--- src/rtl/apms_pkg.sv ---
`default_nettype none

package apms_pkg;

  // Fixed field widths
  localparam int SCORE_W    = 5;
  localparam int SYM_W      = 8;
  localparam int CELL_LIMIT = 16;
  localparam int CFG_DATA_W = 64;
  localparam int CFG_ADDR_W = 5;

  // Register index, taken from paddr[4:3]
  typedef enum logic [1:0] {
    REG_PAT_LO   = 2'd0,
    REG_PAT_HI   = 2'd1,
    REG_PAT_LEN  = 2'd2,
    REG_DIST_LIM = 2'd3
  } reg_idx_e;

  // Sequencer states
  typedef enum logic [2:0] {
    S_IDLE = 3'b001,
    S_RUN  = 3'b010,
    S_HOLD = 3'b100
  } state_e;

endpackage

`default_nettype wire

--- src/rtl/approx_pattern_match_stream_core.sv ---
// Input words are taken one at a time: in_stall_o stays high from an accepted word until
// its result is loaded into the output register. The update wavefront
// steps through the cell row one cell per cycle. A finished output word may wait in
// the output register while the next input word is taken.
// Reset: column to prefix lengths with zero starts, position zero, pattern length 1,
// distance limit 0, pattern bytes zero.
`default_nettype none

module approx_pattern_match_stream_core #(
  parameter int PATTERN_MAX   = 16,
  parameter int POSITION_BITS = 32
) (
  input  wire logic                              clk_i,
  input  wire logic                              rst_ni,
  // Configuration port
  input  wire logic                              psel,
  input  wire logic                              penable,
  input  wire logic                              pwrite,
  input  wire logic [apms_pkg::CFG_ADDR_W-1:0]   paddr,
  input  wire logic [apms_pkg::CFG_DATA_W-1:0]   pwdata,
  output logic [apms_pkg::CFG_DATA_W-1:0]        prdata,
  output logic                                   pready,
  // Input channel
  input  wire logic                              in_valid_i,
  output logic                                   in_stall_o,
  input  wire logic [7:0]                        text_symbol_i,
  input  wire logic                              text_restart_i,
  // Output channel
  output logic                                   out_valid_o,
  input  wire logic                              out_stall_i,
  output logic [31:0]                            match_start_o,
  output logic [31:0]                            match_end_o,
  output logic [4:0]                             edit_distance_o
);

  localparam int Cap  = (PATTERN_MAX < apms_pkg::CELL_LIMIT) ? PATTERN_MAX
                                                             : apms_pkg::CELL_LIMIT;
  localparam int IdxW = (Cap > 1) ? $clog2(Cap) : 1;
  localparam int SW   = apms_pkg::SCORE_W;

  // Configuration registers
  logic [63:0]   pat_lo_q, pat_hi_q;
  logic [SW-1:0] pat_len_q, dist_lim_q;
  logic          cfg_we;
  apms_pkg::reg_idx_e cfg_idx;

  assign cfg_we = psel && penable && pwrite;
  assign cfg_idx = apms_pkg::reg_idx_e'(paddr[4:3]);
  assign pready = 1'b1;

  always_ff @(posedge clk_i or negedge rst_ni) begin
    if (!rst_ni) begin
      pat_lo_q   <= '0;
      pat_hi_q   <= '0;
      pat_len_q  <= SW'(1);
      dist_lim_q <= '0;
    end else if (cfg_we) begin
      case (cfg_idx)
        apms_pkg::REG_PAT_LO:   pat_lo_q   <= pwdata;
        apms_pkg::REG_PAT_HI:   pat_hi_q   <= pwdata;
        apms_pkg::REG_PAT_LEN:  pat_len_q  <= pwdata[SW-1:0];
        apms_pkg::REG_DIST_LIM: dist_lim_q <= pwdata[SW-1:0];
        default: ;
      endcase
    end
  end

  // Read back
  always_comb begin
    case (cfg_idx)
      apms_pkg::REG_PAT_LO:   prdata = pat_lo_q;
      apms_pkg::REG_PAT_HI:   prdata = pat_hi_q;
      apms_pkg::REG_PAT_LEN:  prdata = {{(64-SW){1'b0}}, pat_len_q};
      apms_pkg::REG_DIST_LIM: prdata = {{(64-SW){1'b0}}, dist_lim_q};
      default:                prdata = '0;
    endcase
  end

  // Sequencer and front registers
  apms_pkg::state_e state_q, state_d;
  logic                     fire0_q;
  logic [7:0]               sym_q;
  logic [POSITION_BITS-1:0] pos_q;
  logic [POSITION_BITS-1:0] base_q;
  logic [POSITION_BITS-1:0] base_w, new_pos_w;
  logic                     in_accept, out_free, done_w, load_w;

  assign in_accept  = in_valid_i && !in_stall_o;
  assign in_stall_o = (state_q != apms_pkg::S_IDLE);
  assign out_free   = !out_valid_o || !out_stall_i;

  // Restart the count on new text, saturate at all ones
  assign base_w    = text_restart_i ? '0 : pos_q;
  assign new_pos_w = (&base_w) ? base_w : base_w + POSITION_BITS'(1);

  always_ff @(posedge clk_i or negedge rst_ni) begin
    if (!rst_ni) begin
      pos_q   <= '0;
      fire0_q <= 1'b0;
    end else begin
      fire0_q <= in_accept;
      if (in_accept) begin
        pos_q <= new_pos_w;
      end
    end
  end

  always_ff @(posedge clk_i) begin
    if (in_accept) begin
      sym_q  <= text_symbol_i;
      base_q <= base_w;
    end
  end

  // Cell row
  logic [Cap-1:0]           fire_w;
  logic [SW-1:0]            score_w [Cap];
  logic [POSITION_BITS-1:0] start_w [Cap];
  logic [SW-1:0]            dscore_w [Cap];
  logic [POSITION_BITS-1:0] dstart_w [Cap];
  logic                     init_w;

  assign init_w = in_accept && text_restart_i;

  for (genvar j = 0; j < Cap; j++) begin : g_cell
    logic [7:0]               pat_byte;
    logic                     fire_in;
    logic [SW-1:0]            lscore_in, dscore_in;
    logic [POSITION_BITS-1:0] lstart_in, dstart_in;

    if (j < 8) begin : g_lo
      assign pat_byte = pat_lo_q[8*j +: 8];
    end else begin : g_hi
      assign pat_byte = pat_hi_q[8*(j-8) +: 8];
    end

    if (j == 0) begin : g_head
      assign fire_in   = fire0_q;
      assign lscore_in = '0;
      assign lstart_in = pos_q;
      assign dscore_in = '0;
      assign dstart_in = base_q;
    end else begin : g_link
      assign fire_in   = fire_w[j-1];
      assign lscore_in = score_w[j-1];
      assign lstart_in = start_w[j-1];
      assign dscore_in = dscore_w[j-1];
      assign dstart_in = dstart_w[j-1];
    end

    apms_cell #(
      .PosW      (POSITION_BITS),
      .InitScore (j + 1)
    ) u_cell (
      .clk_i        (clk_i),
      .rst_ni       (rst_ni),
      .init_i       (init_w),
      .fire_i       (fire_in),
      .pat_i        (pat_byte),
      .sym_i        (sym_q),
      .left_score_i (lscore_in),
      .left_start_i (lstart_in),
      .diag_score_i (dscore_in),
      .diag_start_i (dstart_in),
      .fire_o       (fire_w[j]),
      .score_o      (score_w[j]),
      .start_o      (start_w[j]),
      .diag_score_o (dscore_w[j]),
      .diag_start_o (dstart_w[j])
    );
  end

  assign done_w = fire_w[Cap-1];

  // Clamp the pattern length and pick the last cell in use
  logic [SW-1:0]            plen_w;
  logic [IdxW-1:0]          idx_w;
  logic [SW-1:0]            last_score_w;
  logic [POSITION_BITS-1:0] last_start_w;
  logic                     match_w;

  always_comb begin
    if (pat_len_q == '0) begin
      plen_w = SW'(1);
    end else if (pat_len_q > SW'(Cap)) begin
      plen_w = SW'(Cap);
    end else begin
      plen_w = pat_len_q;
    end
  end

  assign idx_w        = IdxW'(plen_w - SW'(1));
  assign last_score_w = score_w[idx_w];
  assign last_start_w = start_w[idx_w];
  assign match_w      = (pos_q >= POSITION_BITS'(plen_w)) && (last_score_w <= dist_lim_q);

  // Step the sequencer
  always_comb begin
    state_d = state_q;
    load_w  = 1'b0;
    case (state_q)
      apms_pkg::S_IDLE: begin
        if (in_accept) state_d = apms_pkg::S_RUN;
      end
      apms_pkg::S_RUN: begin
        if (done_w) begin
          if (out_free) begin
            load_w  = 1'b1;
            state_d = apms_pkg::S_IDLE;
          end else begin
            state_d = apms_pkg::S_HOLD;
          end
        end
      end
      apms_pkg::S_HOLD: begin
        if (out_free) begin
          load_w  = 1'b1;
          state_d = apms_pkg::S_IDLE;
        end
      end
      default: state_d = apms_pkg::S_IDLE;
    endcase
  end

  always_ff @(posedge clk_i or negedge rst_ni) begin
    if (!rst_ni) begin
      state_q <= apms_pkg::S_IDLE;
    end else begin
      state_q <= state_d;
    end
  end

  // Output register
  logic                     out_valid_q;
  logic [31:0]              start_out_q, end_out_q;
  logic [SW-1:0]            dist_out_q;
  logic [POSITION_BITS+31:0] start_ext_w, end_ext_w;

  assign start_ext_w = {32'd0, last_start_w};
  assign end_ext_w   = {32'd0, pos_q};

  always_ff @(posedge clk_i or negedge rst_ni) begin
    if (!rst_ni) begin
      out_valid_q <= 1'b0;
    end else if (load_w) begin
      out_valid_q <= match_w;
    end else if (!out_stall_i) begin
      out_valid_q <= 1'b0;
    end
  end

  always_ff @(posedge clk_i) begin
    if (load_w) begin
      start_out_q <= start_ext_w[31:0];
      end_out_q   <= end_ext_w[31:0];
      dist_out_q  <= last_score_w;
    end
  end

  assign out_valid_o     = out_valid_q;
  assign match_start_o   = start_out_q;
  assign match_end_o     = end_out_q;
  assign edit_distance_o = dist_out_q;

`ifndef SYNTHESIS
  // At most one cell holds the wavefront token
  a_one_token: assert property (@(posedge clk_i) disable iff (!rst_ni)
    $onehot0({fire_w, fire0_q}))
    else $error("more than one update token in the cell row");

  // An accepted word starts the wavefront next cycle
  a_start: assert property (@(posedge clk_i) disable iff (!rst_ni)
    in_accept |=> fire0_q)
    else $error("wavefront did not start");

  // The row finishes only while running
  a_done_run: assert property (@(posedge clk_i) disable iff (!rst_ni)
    done_w |-> (state_q == apms_pkg::S_RUN))
    else $error("row finished outside the run state");

  // Position never steps back within one text
  a_pos_mono: assert property (@(posedge clk_i) disable iff (!rst_ni)
    (in_accept && !text_restart_i) |=> (pos_q >= $past(pos_q)))
    else $error("text position went backward");

  // A new output word comes only from a finished item
  a_out_src: assert property (@(posedge clk_i) disable iff (!rst_ni)
    $rose(out_valid_o) |-> $past(state_q != apms_pkg::S_IDLE))
    else $error("output word without a finished item");
`endif

endmodule

`default_nettype wire

--- src/rtl/apms_cell.sv ---
`default_nettype none

module apms_cell #(
  parameter int PosW      = 32,
  parameter int InitScore = 1
) (
  input  wire logic                        clk_i,
  input  wire logic                        rst_ni,
  input  wire logic                        init_i,
  input  wire logic                        fire_i,
  input  wire logic [apms_pkg::SYM_W-1:0]  pat_i,
  input  wire logic [apms_pkg::SYM_W-1:0]  sym_i,
  input  wire logic [apms_pkg::SCORE_W-1:0] left_score_i,
  input  wire logic [PosW-1:0]             left_start_i,
  input  wire logic [apms_pkg::SCORE_W-1:0] diag_score_i,
  input  wire logic [PosW-1:0]             diag_start_i,
  output logic                             fire_o,
  output logic [apms_pkg::SCORE_W-1:0]     score_o,
  output logic [PosW-1:0]                  start_o,
  output logic [apms_pkg::SCORE_W-1:0]     diag_score_o,
  output logic [PosW-1:0]                  diag_start_o
);

  logic [apms_pkg::SCORE_W-1:0] score_q, score_d;
  logic [PosW-1:0]              start_q, start_d;
  logic                         fire_q;
  logic [apms_pkg::SCORE_W-1:0] diag_score_q;
  logic [PosW-1:0]              diag_start_q;

  logic [apms_pkg::SCORE_W-1:0] del_score, ins_score, sub_score, mid_score;
  logic [PosW-1:0]              mid_start;

  // Pick deletion, then insertion, then substitution; ties go to the earlier start
  always_comb begin
    del_score = score_q + apms_pkg::SCORE_W'(1);
    ins_score = left_score_i + apms_pkg::SCORE_W'(1);
    sub_score = diag_score_i + ((pat_i == sym_i) ? apms_pkg::SCORE_W'(0)
                                                 : apms_pkg::SCORE_W'(1));
    mid_score = del_score;
    mid_start = start_q;
    if ((ins_score < del_score) ||
        ((ins_score == del_score) && (left_start_i < start_q))) begin
      mid_score = ins_score;
      mid_start = left_start_i;
    end
    score_d = mid_score;
    start_d = mid_start;
    if ((sub_score < mid_score) ||
        ((sub_score == mid_score) && (diag_start_i < mid_start))) begin
      score_d = sub_score;
      start_d = diag_start_i;
    end
  end

  // Column entry: clear on new text, update when the wavefront passes
  always_ff @(posedge clk_i or negedge rst_ni) begin
    if (!rst_ni) begin
      score_q <= apms_pkg::SCORE_W'(InitScore);
      start_q <= '0;
    end else if (init_i) begin
      score_q <= apms_pkg::SCORE_W'(InitScore);
      start_q <= '0;
    end else if (fire_i) begin
      score_q <= score_d;
      start_q <= start_d;
    end
  end

  // Hand the token on to the next cell
  always_ff @(posedge clk_i or negedge rst_ni) begin
    if (!rst_ni) begin
      fire_q <= 1'b0;
    end else begin
      fire_q <= fire_i;
    end
  end

  // Keep the old entry as the neighbor's diagonal
  always_ff @(posedge clk_i) begin
    if (fire_i) begin
      diag_score_q <= score_q;
      diag_start_q <= start_q;
    end
  end

  assign fire_o       = fire_q;
  assign score_o      = score_q;
  assign start_o      = start_q;
  assign diag_score_o = diag_score_q;
  assign diag_start_o = diag_start_q;

endmodule

`default_nettype wire
--- config.mk ---
export PLATFORM = sky130hd
export DESIGN_NAME = approx_pattern_match_stream_core
export DESIGN_NICKNAME = d
export VERILOG_FILES = /design/src/rtl/apms_pkg.sv /design/src/rtl/approx_pattern_match_stream_core.sv /design/src/rtl/apms_cell.sv
export SDC_FILE = /design/constraint.sdc
export NUM_CORES = 2
export LEC_CHECK = 0
export BUFFER_PORTS_ARGS = -buffer_cell sky130_fd_sc_hd__buf_2
export CORE_ASPECT_RATIO = 1.25
export CORE_MARGIN = 4
export CORE_UTILIZATION = 58
export CTS_CLUSTER_DIAMETER = 150
export DETAILED_ROUTE_END_ITERATION = 8
export PLACE_DENSITY_LB_ADDON = 0.15
export REMOVE_ABC_BUFFERS = 1
export SLEW_MARGIN = 20
export SYNTH_ARGS = -nofsm -noshare
export SYNTH_HDL_FRONTEND = slang
export SYNTH_HIERARCHICAL = 1
export SYNTH_SLANG_ARGS = --single-unit
--- constraint.sdc ---
create_clock -name clk_i -period 7.6 [get_ports clk_i]
set_input_delay 1.14 -clock clk_i [delete_from_list [all_inputs] [get_ports clk_i]]
set_output_delay 1.14 -clock clk_i [all_outputs]
set_load 0.01 [all_outputs]
# Yosys cells after proc, flatten, opt, wreduce, memory -nomap -nowiden
# Index checks and enable logic that the tools add are counted.
# word_totals
output_inout_bits,136
register_bits,1447
word_cells,514
# classes
order_cmp,68
bitwise_logic,1
mux,165
n_reduce_logical,97
addsub,33
eq_ne,59
# op_table
op,n
32-bit two-way mux,68
32-bit < comparator,32
5-bit two-way mux,68
64-bit one-hot mux with 4 select lines,1
5-bit equality test,31
5-bit < comparator,31
32-bit binary-select mux with 4-bit select,1
8-bit equality test,16
"5-bit by 1-bit adder with 5-bit output, second input constant",16
5-bit adder,15
1-bit logical AND,37
1-bit logical OR,33
"32-bit by 1-bit adder with 32-bit output, second input constant",1
32-bit by 5-bit >= comparator with 1-bit output,1
32-bit AND reduction,1
2-bit nonzero test,16
5-bit binary-select mux with 4-bit select,1
1-bit two-way mux,20
3-bit two-way mux,4
3-bit one-hot mux with 3 select lines,1
2-bit AND reduction,4
"1-bit by 5-bit equality test with 1-bit output, first input constant",1
"5-bit >= comparator, second input constant",1
"5-bit > comparator, second input constant",1
17 further kinds,22

# Logic depth before layout (Yosys ltp)
# depth
depth_word,11
mapped_depth,26

# Modules after synthesis
# The synthesis kept the hierarchy.
# modules_own_cells
mod,area_per_inst_um2,seq_area_each_um2,instances,cells_each
approx_pattern_match_stream_core,16204.3,7654.8,1,1168
apms_cell (g_cell[1].u_cell),5900.7,2063.2,1,596
apms_cell (g_cell[15].u_cell),5891.9,2063.2,1,596
apms_cell (g_cell[13].u_cell),5813.1,2065.7,1,583
apms_cell (g_cell[12].u_cell),5706.7,2065.7,1,597
apms_cell (g_cell[4].u_cell),5696.7,2064.5,1,596
apms_cell (g_cell[11].u_cell),5690.5,2064.5,1,595
apms_cell (g_cell[3].u_cell),5685.5,2063.2,1,595
apms_cell (g_cell[0].u_cell),5665.4,2063.2,1,566
apms_cell (g_cell[9].u_cell),5659.2,2064.5,1,568
apms_cell (g_cell[2].u_cell),5637.9,2064.5,1,523
apms_cell (g_cell[8].u_cell),5630.4,2064.5,1,598
apms_cell (g_cell[7].u_cell),5626.6,2063.2,1,595
apms_cell (g_cell[5].u_cell),5609.1,2064.5,1,583
3 more rows,n/a,n/a,n/a,n/a

# Least setup slack after synthesis
# Ideal clock, no wire load.
# synth_timing
kind,register to register
startpoint,"register g_cell[14].u_cell.score_q, in the netlist g_cell[14].u_cell/score_o[0]"
endpoint,register g_cell[14].u_cell.start_q[25]
period_less_slack_ns,5.425
setup_ns,0.126
path_buffers,3
path_slack_ns,2.175
stages_incl_launch_ff,24
required_ns,7.474
arrival_ns,5.299
path_cell_list,dfstp_2 ha_1 nand3_1 xor2_1 ha_1 nand3_1 nor4_1 o21ai_0 o2bb2ai_1 nor2_1 clkbuf_1 clkbuf_1 a21oi_1 ha_1 nand4_1 or3_1 or4_1 a311oi_2 o32ai_2 o21a_1 o21a_4 buf_6 o221ai_1 a21oi_2
# synth_via
elab_chain_len,11
# synth_rtl
element,line,rtl
"start, declared",apms_cell.sv:24,"logic [apms_pkg::SCORE_W-1:0] score_q, score_d;"
"start signal, assigned",apms_cell.sv:58,score_q <= apms_pkg::SCORE_W'(InitScore);
"start signal, assigned",apms_cell.sv:61,score_q <= apms_pkg::SCORE_W'(InitScore);
"start signal, assigned",apms_cell.sv:64,score_q <= score_d;
5-bit by 1-bit adder with 5-bit output *,apms_cell.sv:35,del_score = score_q + apms_pkg::SCORE_W'(1);
branches (longest 7 deep; another with 32-bit < comparator),n/a,
32-bit two-way mux *,apms_cell.sv:48,if ((sub_score < mid_score) ||
32-bit two-way mux *,apms_cell.sv:63,end else if (fire_i) begin
32-bit two-way mux *,apms_cell.sv:60,end else if (init_i) begin
"end signal, assigned",apms_cell.sv:65,start_q <= start_d;
"end, declared",apms_cell.sv:25,"logic [PosW-1:0] start_q, start_d;"
# Mark *: on every way between the ends. The select of a mux whose other input is x is not followed.
# A chain may end at the register's enable or synchronous reset.

# Worst setup path in the final report
# layout_timing
startpoint,"register g_cell[0].u_cell.score_q, in the netlist g_cell[0].u_cell/score_o[0]"
endpoint,register g_cell[1].u_cell.start_q[10]
# layout_via
elab_chain_len,11
# layout_rtl
element,line,rtl
"start, declared",apms_cell.sv:24,
"start signal, assigned",apms_cell.sv:58,
"start signal, assigned",apms_cell.sv:61,
"start signal, assigned",apms_cell.sv:64,
5-bit by 1-bit adder with 5-bit output *,apms_cell.sv:36,ins_score = left_score_i + apms_pkg::SCORE_W'(1);
branches (longest 7 deep; another with 32-bit < comparator),n/a,
32-bit two-way mux *,apms_cell.sv:48,
32-bit two-way mux *,apms_cell.sv:63,
32-bit two-way mux *,apms_cell.sv:60,
"end signal, assigned",apms_cell.sv:65,
"end, declared",apms_cell.sv:25,
# Marked as above.

==> run summary <==
Pins Over Slew Limit: 0
Antenna violations before repair: 26
Drt via density: 6.92
Total GRT Usage: 36.3%
Yosys warnings: 6
Mapped Cells: 10400
Area after DPL: 109000 um^2
Crit. End Element: register
Status: complete, no violations
FF-to-FF Start: g_cell[0].u_cell/score_o[0]
Number of global-route vias before repair: 88300
Clock Pin Slew Worst Setup and Hold Paths: 0.06 ns
CP startpoint kind: register
GR Overflow Total: 0
Final GP Congestion: 1.01
RR Endpoint: g_cell[1].u_cell/start_o[10]
Crit path from: g_cell[0].u_cell/score_o[0]
# rows: 174
Cts-stage hold buffer count: 0
WP data arrival: 7.64 ns
Core area: 180000 um^2
Syn_area_per_cell: 10.1 um^2
PortBufs: 216
Setup Fix Bufs, Post-CTS: 0
DPL Wire Length: 256000 um
Drt wl/cell: 27.3 um
Final WL: 353000 um
Fraction of layout cells with a size suffix above 1: 12.5%
Top-level I/O count: 221
Global-route wire length before repair: 535000 um
CTS HTree Levels: 4
Min Tclk post-route: 6.90 ns
Final Skew: 0.0404 ns
Nets: 11700
DRT antenna net count: 0
HP Class: primary input to async pin
Post_cts resized: 0
DRT iter0 DRCs: 9798
Die height: 485 um
DIE AREA: 189000 um^2
# setup viols final: 0
RSZ-0062 raised after global routing: false
Rel. slew slack: 10.9%
Max Buffers Root-to-Sink: 3
Worst EP required: 8.35 ns
Measured slew at the worst slew-check pin: 1.34 ns
Area Overhead vs Synth: 8.64%
R2R Setup Slk: 0.70 ns
Maximum clock frequency: 145 MHz
CTS tree: built
Fin. Hold Viols: 0
Fin crit share: 90.8%
CTS Buf Count: 163
Drt drc: 0
Skew-Pair Late Insertion Delay: 0.85 ns
Kind of critical path: register to register
Worst setup path end: g_cell[1].u_cell/start_o[10]
Clock Sinks: 1447
Die X: 390 um
Max Cap Violations: 0
Largest net degree at the start of global routing: 172
Design area: 115000 um^2
Root buffer cell: clkbuf_16
Initial DRT Pass Iterations: 8
Worst-path fanout max: 19
Worst r2r path cells: 22
Post-Syn Area: 106000 um^2
Initial Util: 58.6%
Via count: 89700
-- area by class of cell --
| cell class | count | area [um^2] |
|---|---|---|
| multi-input cells | 7641 | 60800 |
| clock inverters | 95 | 1100 |
| diodes | 11 | 27.5 |
| repair buffers | 458 | 3050 |
| flip-flops and latches | 1447 | 39600 |
| fillers | 14600 | 65600 |
| well taps | 2376 | 2970 |
| clock buffers | 213 | 4540 |
| inverters | 718 | 2710 |
-- worst min-delay path by stage --
stage | end | slack (ns) | cells past startpoint
after floorplan | state_q[1] | 0.46 | 1
after global placement | state_q[1] | 0.48 | 1
after detailed placement | g_cell[5].u_cell/diag_start_o[13] | 0.53 | 0
after CTS | g_cell[8].u_cell/start_o[16] | 0.27 | 1
after global routing | g_cell[8].u_cell/start_o[9] | 0.31 | 1
final | g_cell[8].u_cell/start_o[9] | 0.29 | 1
-- flip-flops by register name (all words and copies together) (netlist names) --
name                        cells
match_start_o                  32
match_end_o                    32
pat_len_q                       5
sym_q                           8
g_cell.u_cell/fire_o           16
g_cell.u_cell/score_o          80
dist_lim_q                      5
g_cell.u_cell/diag_start_o    480
out_valid_o                     1
pat_lo_q                       64
pat_hi_q                       64
g_cell.u_cell/diag_score_o     75
g_cell.u_cell/start_o         512
state_q                         3
edit_distance_o                 5
base_q                         32
g_cell.lstart_in               32
fire0_q                         1
-- metal layers --
metal / vias to the layer above / wire (um) / track usage, %
li1: 39900 / - / -
met1: 44400 / 135000 / 46.0
met2: 4409 / 162000 / 57.9
met3: 997 / 30900 / 6.77
met4: 2 / 25800 / 22.5
met5: - / 12 / 0
-- critical path: stages, from the launching register on --
cell and delay [ns]:
dfstp_2 0.71, ha_1 0.24, nand3_1 0.10, xor2_1 0.16, inv_1 0.07, ha_1 0.31
nand4b_1 0.11, a311oi_1 0.26, o211ai_1 0.15, a2bb2oi_2 0.93, buf_4 0.40, o21a_1 0.28
mux2i_1 0.13, ha_1 0.31, nor2b_1 0.13, o21a_1 0.11, o21a_1 0.10, o21ai_0 0.27
a22o_1 0.39, a211oi_4 0.85, buf_4 0.42, o221ai_1 0.16, a21oi_1 0.19
-- cell usage in the layout, fill, tap and decap left out, drive strengths merged, types with 67 or more instances in the layout --
cell and count:
a22oi 82, a21o 113, xor2 216, nand3 397, mux4 153, inv 725
ha 1228, o221ai 225, o2111ai 92, nor2 564, buf 458, o211ai 292
edfxtp 664, nor3 134, dfrtp 748, nor2b 224, a211oi 85, nand2b 218
nor4 86, nand3b 80, a21boi 208, nand4 308, o21a 74, clkinv 67
mux2 159, nand2 407, a21oi 905, clkbuf 213, o311ai 283, or3 172
o21ai 197, mux2i 136, xnor2 75
-- metrics by stage --
step	setup slack (ns)	hold WS (ns)	TNS, ns	utilization [%]	std cells
final	0.701	0.289	0	63.6	13000
after global placement	0.987	0.478	0	60.5	12600
after floorplan	-11.67	0.462	-4550.40	-	9806
after detailed placement	0.870	0.526	0	60.5	12600
after CTS	0.879	0.269	0	63.6	12900
after global routing	0.308	0.309	0	63.6	13000
Power is not shown: default switching activity piles up to over one toggle a cycle in this logic, so the estimate is an artifact.
